`config.mk`:
```
export PLATFORM = sky130hd
export DESIGN_NAME = mbr_ctrl
export DESIGN_NICKNAME = d
export VERILOG_FILES = /design/src/design/mbr_pkg.sv /design/src/design/mbr_ctrl.sv
export SDC_FILE = /design/constraint.sdc
export NUM_CORES = 1
export LEC_CHECK = 0
export BUFFER_PORTS_ARGS = -buffer_cell sky130_fd_sc_hd__buf_2
export CAP_MARGIN = 30
export CORE_MARGIN = 4
export CORE_UTILIZATION = 56
export CTS_CLUSTER_SIZE = 16
export DETAILED_ROUTE_END_ITERATION = 6
export HOLD_SLACK_MARGIN = 0.1
export PLACE_DENSITY = 0.81
export REMOVE_ABC_BUFFERS = 1
export SYNTH_ARGS = -nofsm -noshare
export SYNTH_HDL_FRONTEND = slang
export SYNTH_SLANG_ARGS = --single-unit
```
`constraint.sdc`:
```
create_clock -name clock -period 2.6 [get_ports clock]
set_input_delay 0.78 -clock clock [delete_from_list [all_inputs] [get_ports clock]]
set_output_delay 0.78 -clock clock [all_outputs]
set_load 0.02 [all_outputs]
```
`src/design/mbr_pkg.sv`:
```
// Shared types, constants and helper functions of the Mandelbrot pixel block.
package mbr_pkg;

   localparam int PLANE_W     = 64;   // plane values are held as signed 64-bit fixed point
   localparam int WIDE_W      = 66;   // headroom for a three-term sum before saturation
   localparam int COORD_W     = 10;
   localparam int NUM_W       = 12;   // 3 * 1023 fits
   localparam int SIZE_W      = 11;
   localparam int ITER_W      = 16;
   localparam int GLYPH_W     = 7;
   localparam int GLYPH_Q_W   = 4;    // glyph index is below ten
   localparam int PROD10_W    = 20;   // iterations times ten
   localparam int CSR_INDEX_W = 2;
   localparam int CSR_DATA_W  = 16;

   localparam logic [CSR_INDEX_W-1:0] CSR_IMAGE_WIDTH   = 2'd0;
   localparam logic [CSR_INDEX_W-1:0] CSR_IMAGE_HEIGHT  = 2'd1;
   localparam logic [CSR_INDEX_W-1:0] CSR_ITERATION_CAP = 2'd2;

   localparam logic [SIZE_W-1:0] RST_IMAGE_WIDTH   = 11'd80;
   localparam logic [SIZE_W-1:0] RST_IMAGE_HEIGHT  = 11'd40;
   localparam logic [ITER_W-1:0] RST_ITERATION_CAP = 16'd100;

   localparam logic [GLYPH_W-1:0] GLYPH_AT_CAP = 7'h23;   // '#'

   typedef struct packed {
      logic accept;
      logic coord_step;
      logic load_c;
      logic mul;
      logic update;
      logic glyph_load;
      logic glyph_step;
      logic capture;
   } mbr_cmd_type;

   typedef struct packed {
      logic iter_at_cap;
      logic escape;
   } mbr_status_type;

   // Clamp a wide signed sum to the signed 64-bit range.
   function automatic logic signed [PLANE_W-1:0] sat_plane(input logic signed [WIDE_W-1:0] v);
      logic fits;
      fits = (&v[WIDE_W-1:PLANE_W-1]) || !(|v[WIDE_W-1:PLANE_W-1]);
      if (fits) begin
         return v[PLANE_W-1:0];
      end else if (v[WIDE_W-1]) begin
         return {1'b1, {(PLANE_W-1){1'b0}}};
      end else begin
         return {1'b0, {(PLANE_W-1){1'b1}}};
      end
   endfunction

   // Gradient " .:-=+*%@#"
   function automatic logic [GLYPH_W-1:0] glyph_of(input logic [GLYPH_Q_W-1:0] idx);
      logic [GLYPH_W-1:0] g;
      case (idx)
         4'd0: begin
            g = 7'h20;
         end
         4'd1: begin
            g = 7'h2E;
         end
         4'd2: begin
            g = 7'h3A;
         end
         4'd3: begin
            g = 7'h2D;
         end
         4'd4: begin
            g = 7'h3D;
         end
         4'd5: begin
            g = 7'h2B;
         end
         4'd6: begin
            g = 7'h2A;
         end
         4'd7: begin
            g = 7'h25;
         end
         4'd8: begin
            g = 7'h40;
         end
         default: begin
            g = GLYPH_AT_CAP;
         end
      endcase
      return g;
   endfunction

endpackage

```
`src/design/mbr_ctrl.sv`:
```
// Controller: sequences coordinate division, iteration, glyph division and the result strobe.
module mbr_ctrl import mbr_pkg::*; #(
   parameter int COORD_STEPS = 40
) (
   input  logic           clock,
   input  logic           reset,
   input  logic           start,
   output logic           busy,
   output logic           rsp_valid,
   output mbr_cmd_type    cmd,
   input  mbr_status_type status
);

   localparam int CNT_W = $clog2(COORD_STEPS);

   localparam logic [2:0] S_IDLE  = 3'd0;
   localparam logic [2:0] S_COORD = 3'd1;
   localparam logic [2:0] S_LOAD  = 3'd2;
   localparam logic [2:0] S_MUL   = 3'd3;
   localparam logic [2:0] S_ADD   = 3'd4;
   localparam logic [2:0] S_GLOAD = 3'd5;
   localparam logic [2:0] S_GDIV  = 3'd6;
   localparam logic [2:0] S_DONE  = 3'd7;

   logic [2:0]       state_ff, state_in;
   logic [CNT_W-1:0] cnt_ff, cnt_in;
   logic             valid_ff, valid_in;

   always_comb begin
      state_in = state_ff;
      cnt_in   = cnt_ff;
      valid_in = 1'b0;
      cmd      = '0;
      case (state_ff)
         S_IDLE: begin
            if (start) begin
               cmd.accept = 1'b1;
               cnt_in     = CNT_W'(COORD_STEPS - 1);
               state_in   = S_COORD;
            end
         end
         S_COORD: begin
            cmd.coord_step = 1'b1;
            if (cnt_ff == '0) begin
               state_in = S_LOAD;
            end else begin
               cnt_in = cnt_ff - CNT_W'(1);
            end
         end
         S_LOAD: begin
            cmd.load_c = 1'b1;
            state_in   = S_MUL;
         end
         S_MUL: begin
            if (status.iter_at_cap) begin
               state_in = S_DONE;
            end else begin
               cmd.mul  = 1'b1;
               state_in = S_ADD;
            end
         end
         S_ADD: begin
            if (status.escape) begin
               state_in = S_GLOAD;
            end else begin
               cmd.update = 1'b1;
               state_in   = S_MUL;
            end
         end
         S_GLOAD: begin
            cmd.glyph_load = 1'b1;
            cnt_in         = CNT_W'(GLYPH_Q_W - 1);
            state_in       = S_GDIV;
         end
         S_GDIV: begin
            cmd.glyph_step = 1'b1;
            if (cnt_ff == '0) begin
               state_in = S_DONE;
            end else begin
               cnt_in = cnt_ff - CNT_W'(1);
            end
         end
         S_DONE: begin
            cmd.capture = 1'b1;
            valid_in    = 1'b1;
            state_in    = S_IDLE;
         end
         default: begin
            state_in = S_IDLE;
         end
      endcase
   end

   always_ff @(posedge clock) begin
      if (reset) begin
         state_ff <= S_IDLE;
         cnt_ff   <= '0;
         valid_ff <= 1'b0;
      end else begin
         state_ff <= state_in;
         cnt_ff   <= cnt_in;
         valid_ff <= valid_in;
      end
   end

   assign busy      = (state_ff != S_IDLE);
   assign rsp_valid = valid_ff;

endmodule

```
==> results of run 1 <==
[worst max-delay path by stage]
stage	from	endpoint	slack, ps
after floorplan	status[0]	cmd[3]	410
after global placement	state_ff[0]	cmd[6]	590
after detailed placement	state_ff[0]	cmd[6]	550
after CTS	state_ff[0]	cmd[6]	270
after global routing	state_ff[2]	cmd[3]	170
final	state_ff[0]	cmd[6]	240
[worst max-delay path, cell delays in order (launching register included)]
cell,delay [ps]
dfxtp_1,620
or3b_4,480
inv_1,60
buf_2,150
[flip-flops by register name (all words and copies together), names as in the netlist]
signal     flops
state_ff       3
rsp_valid      1
cnt_ff         6
[metrics by stage]
step	total power [mW]	utilization, %	std cells	instance area, um^2	hold slack (ps)
floorplan	0.589	-	81	693	495
global placement	0.678	66.7	109	781	518
detailed placement	0.695	66.7	109	781	522
CTS	0.804	68.6	112	803	538
global route	0.865	68.6	112	803	555
finish	0.814	68.6	112	803	544
[kinds of logic after synthesis]
logic type | count (synthesis)
AO/OA/AOI/OAI | 31
AND/OR/NAND/NOR | 29
buffers and inverters | 14
flip-flops | 10
adder cells (fa/ha/maj) | 2
[synth_stat cells (2+ instances only)]
cell	count	area, um^2
a2111oi_0	2	17.5
a211oi_1	4	30.0
a21o_1	2	15.0
a21oi_1	6	30.0
a221oi_2	2	30.0
buf_2	2	10.0
buf_4	2	15.0
dfxtp_1	10	200
ha_1	2	25.0
inv_1	9	33.8
nand2_1	6	22.5
nand2b_1	3	18.8
nor2_1	3	11.3
nor3_1	5	25.0
nor4_1	2	12.5
o21ai_0	4	20.0
o32ai_1	3	26.3
[final cells by class]
type                       count  area, um^2
sequential                    10         200
tap                           14        17.5
timing repair buffer          14        70.1
inverter                       9        33.8
multi-input combinational     62         459
clock buffer                   3        22.5
fill                         104         368
[power breakdown]
part | internal (mW) | switching (mW)
clock | 0.0533 | 0.0496
sequential | 0.196 | 0.0699
combinational | 0.181 | 0.264
[per-layer routing]
layer	part of all wire [%]	wire [um]	track usage (%)	vias to the layer above
met1	45	856	24.6	319
met2	43	821	32.3	35
met5	0	0	0	-
met4	4.0	75	11.4	0
met3	7.2	137	8.13	10
li1	-	-	-	355
[layout by cell type (no fill, tap or decap), types with 2 or more instances in the layout]
cell type  netlist  routed
buf_2            2      14
dfxtp_1         10      10
inv_1            9       9
nand2_1          6       6
a21oi_1          6       6
nor3_1           5       5
o21ai_0          4       4
a211oi_1         4       4
nor2_1           3       3
nand2b_1         3       3
o32ai_1          3       3
clkbuf_4         0       3
nor4_1           2       2
a2111oi_0        2       2
a21o_1           2       2
a221oi_2         2       2
ha_1             2       2
==> flow_metrics.tcl, run 1 <==
set metrics [dict create \
    p_per_area_nw_per_um2 1010 \
    max_cap_viol_count 0 \
    grt_util_all_layers_pct 20.9 \
    synth-xor-area-share_pct 0 \
    min_from "cnt_ff[5]" \
    rsz0062_at_grt "no" \
    dp_slack_ps 551 \
    grt_pass1_wl_um 2980 \
    async_reset_ff_share_pct 0 \
    hold_viol 0 \
    cts_hold_buffers 0 \
    synth_top_family_by_area "compound AO/OA/AOI/OAI gates" \
    vias 719 \
    reg2reg_from "state_ff[0]" \
    synth_ff_type "dfxtp_1" \
    crit_type "reg2out" \
    ios 15 \
    routed_via_density 6.42 \
    drtPass1Iterations 4 \
    wl_um 1890 \
    reg2reg_depth 4 \
    cts_max_path_buffers 2 \
    grt_pass1_vias 640 \
    num_rows 12 \
    syn_to_final_growth_pct 10.1 \
    status "completed" \
    grt.overflow.total 0 \
    finalSetupViolCount 0 \
    setup_tns_ps 0 \
    whs_path_depth 2 \
    synth_compound_area_share_pct 34.3 \
    port_buffers 14 \
    cp_data_required_time_ps 1820 \
    fin_ws_ps 243 \
    drtAntennaViolNets 0 \
    hp-class "reg2reg" \
    syn_inst 86 \
    cts-root-buf "clkbuf_4" \
    initial_core_util_pct 62.3 \
    synthMuxAreaShare_pct 0 \
    h-tree-depth 1 \
    final_layout_size_suffix_gt1_share_pct 26.5 \
    setup.worst_path.start_class "register" \
    nets 107 \
    n_antenna_cell 0 \
    cp-end-kind "output pin" \
    synth_fa_ha_area_share_pct 3.43 \
    clk_pin_slew_ps 60 \
    cp.arrival_ps 1580 \
    fin_skew_ps 4.83 \
    dieArea_um2 1940 \
    synth-seq-area-share_pct 27.4 \
    p_leak_nw 0.353 \
    wl_per_cell_um 16.9 \
    clkLatencyLatePin_ps 260 \
    yosys.area_share.simple_pct 25.2 \
    drtIter0Drc 34 \
    cts_buffers 3 \
    reg2reg_to "cnt_ff[4]" \
    core_area_um2 1170 \
    gp_congestion 0.857 \
    max_slew_margin_pct 65.5 \
    dp_hpwl_um 1330 \
    holdPathEnd "cnt_ff[5]" \
    worstMarginPinSlew_ps 512 \
    post-route-period-util_pct 90.7 \
    crit_fanout 16 \
    grt_max_degree 17 \
    cts_resized 0 \
    drv_slew 0 \
    cts_tree "done" \
    numClockSinks 10 \
    synth_edf_count 0 \
    antenna_found_initial 0 \
    postSynthAreaPerCell_um2 8.48 \
    ys_seq_elements 10 \
    reg2reg_slack_ps 730 \
    die_height_um 44.1 \
    ys_warn_count 0 \
    yosysUniqueCellTypes 36 \
    fmax_mhz 424 \
    postCtsSetupBuffers 0 \
    netlist_area_um2 729 \
    drcViolationCount 0 \
    die_x_um 44.1 \
    ir_drop_mv 0.618 \
    min_period_ps 2360 \
]
No activity file was read; power rests on OpenSTA's default activity.
==> run 2: changes to the inputs <==
--- a/config.mk
+++ b/config.mk
@@ -17,3 +17,4 @@
 export SYNTH_ARGS = -nofsm -noshare
 export SYNTH_HDL_FRONTEND = slang
 export SYNTH_SLANG_ARGS = --single-unit
+export TNS_END_PERCENT = 5
==> constraint.sdc (replaced) <==
create_clock -name clock -period 2.9 [get_ports clock]
set_input_delay 0.87 -clock clock [delete_from_list [all_inputs] [get_ports clock]]
set_output_delay 0.87 -clock clock [all_outputs]
set_load 0.02 [all_outputs]
==> run 2 against run 1 <==
Compared with the run above:
- first-iteration DRC count grew 18%
- design area up 1.7%
- total power decreased by 7.6%
- die area is the same
- utilization grew 1.2 points
- global-route usage decreased by 1.7 points
- sequential share of layout area shrank 0.42 points
- worst setup slack improved by 190 ps
- sequential power decreased by 12%
- clock skew shrank 2.5 ps
==> flow_metrics.tcl, run 2 (synthesis gave the netlist of run 1 again) <==
set metrics [dict create \
    numClockSinks 10 \
    hp-class "reg2reg" \
    grt.overflow.total 0 \
    cts_max_path_buffers 2 \
    fmax_mhz 405 \
    fillerInstances 107 \
    syn_to_final_growth_pct 12.0 \
    max_cap_viol_count 0 \
    hold_viol 0 \
    num_rows 12 \
    totalPowerFinal_uw 752 \
    drtIter0Drc 40 \
    initial_core_util_pct 62.3 \
    fin_ws_ps 430 \
    drv_slew 0 \
    wl_met3_um 145 \
    wl_um 1670 \
    grt_pass1_wl_um 2730 \
    grt_util_all_layers_pct 19.2 \
    max_slew_margin_pct 64.9 \
    min_period_ps 2470 \
    dp_hpwl_um 1150 \
    cp-end-kind "output pin" \
    final_common_cell "buf_2" \
    cts-root-buf "clkbuf_4" \
    largest_register_ffs 6 \
    cts_tree "done" \
    holdPathEnd "cnt_ff[5]" \
    grt_pass1_vias 563 \
    route.met2.wl_um 741 \
    top_layer "met4" \
    antenna_found_initial 0 \
    fin_skew_ps 2.34 \
    cts_hold_buffers 0 \
    gp_congestion 0.851 \
    p_per_area_nw_per_um2 920 \
    postCtsSetupBuffers 0 \
    crit_fanout 13 \
    core_area_um2 1170 \
    n_antenna_cell 0 \
    setup.worst_path.start_class "register" \
    worstMarginPinSlew_ps 521 \
    reg2reg_to "cnt_ff[2]" \
    clk_pin_slew_ps 70 \
    cts_buffers 3 \
    p_leak_nw 0.360 \
    routed_via_density 6.24 \
    reg2reg_from "state_ff[2]" \
    drtAntennaViolNets 0 \
    drcViolationCount 0 \
    reg2reg_slack_ps 1100 \
    h-tree-depth 1 \
    reg2reg_depth 4 \
    drtPass1Iterations 4 \
    dieArea_um2 1940 \
    cts_resized 0 \
    final_cell_mix "buf_2, dfxtp_1, inv_1" \
    min_from "cnt_ff[5]" \
    nets 107 \
    grt_max_degree 17 \
    clkLatencyLatePin_ps 270 \
    route.layer.met1.wl_um 758 \
    port_buffers 14 \
    finalSetupViolCount 0 \
    ios 15 \
    cp_data_required_time_ps 2030 \
    ir_drop_mv 0.494 \
    vias 705 \
    post-route-period-util_pct 85.2 \
    whs_path_depth 2 \
    crit_type "reg2out" \
    dp_slack_ps 684 \
    final_layout_size_suffix_gt1_share_pct 27.3 \
    cp.arrival_ps 1600 \
    die_x_um 44.1 \
    top_register "cnt_ff" \
    status "completed" \
    die_height_um 44.1 \
    wl_per_cell_um 14.8 \
    rsz0062_at_grt "no" \
    setup_tns_ps 0 \
]
## run 2: report_power, final
group / switching (mW) / internal (mW)
Clock: 0.0544 / 0.0764
Sequential: 0.0602 / 0.175
Combinational: 0.224 / 0.162
## run 2: final cells by class
type,instances,area [um^2],share of cell area (%)
tap,14,17.5,2.14
multi-input combinational,62,459,56.2
inverter,9,33.8,4.13
timing repair buffer,14,70.1,8.58
clock buffer,4,36.3,4.44
sequential,10,200,24.5
## run 2: worst max-delay path by stage
stage	depth (start not counted)	start	to	slack, ps
floorplan	1	status[0]	cmd[3]	530
global route	3	state_ff[2]	cmd[2]	360
CTS	3	state_ff[0]	cmd[6]	450
detailed placement	3	status[0]	cmd[3]	680
finish	3	state_ff[2]	cmd[2]	430
global placement	3	status[0]	cmd[3]	720
## run 2: per-stage QoR
stage	hold slack, ps	instance area [um^2]	instances	util, %
global route	558	817	113	69.8
global placement	516	781	109	66.7
floorplan	495	693	81	-
finish	526	817	113	69.8
detailed placement	516	781	109	66.7
CTS	532	817	113	69.8
## run 2: worst max-delay path, cell delays in order, from the launching register on
cell	delay [ps]
dfxtp_1	570
inv_1	220
nor3_1	300
buf_2	230
## run 2: layer usage
metal | GRT usage [%] | up-vias
met1 | 28.8 | 318
li1 | - | 355
met4 | 9.04 | 0
met5 | 0 | -
met2 | 25.0 | 28
met3 | 4.88 | 4
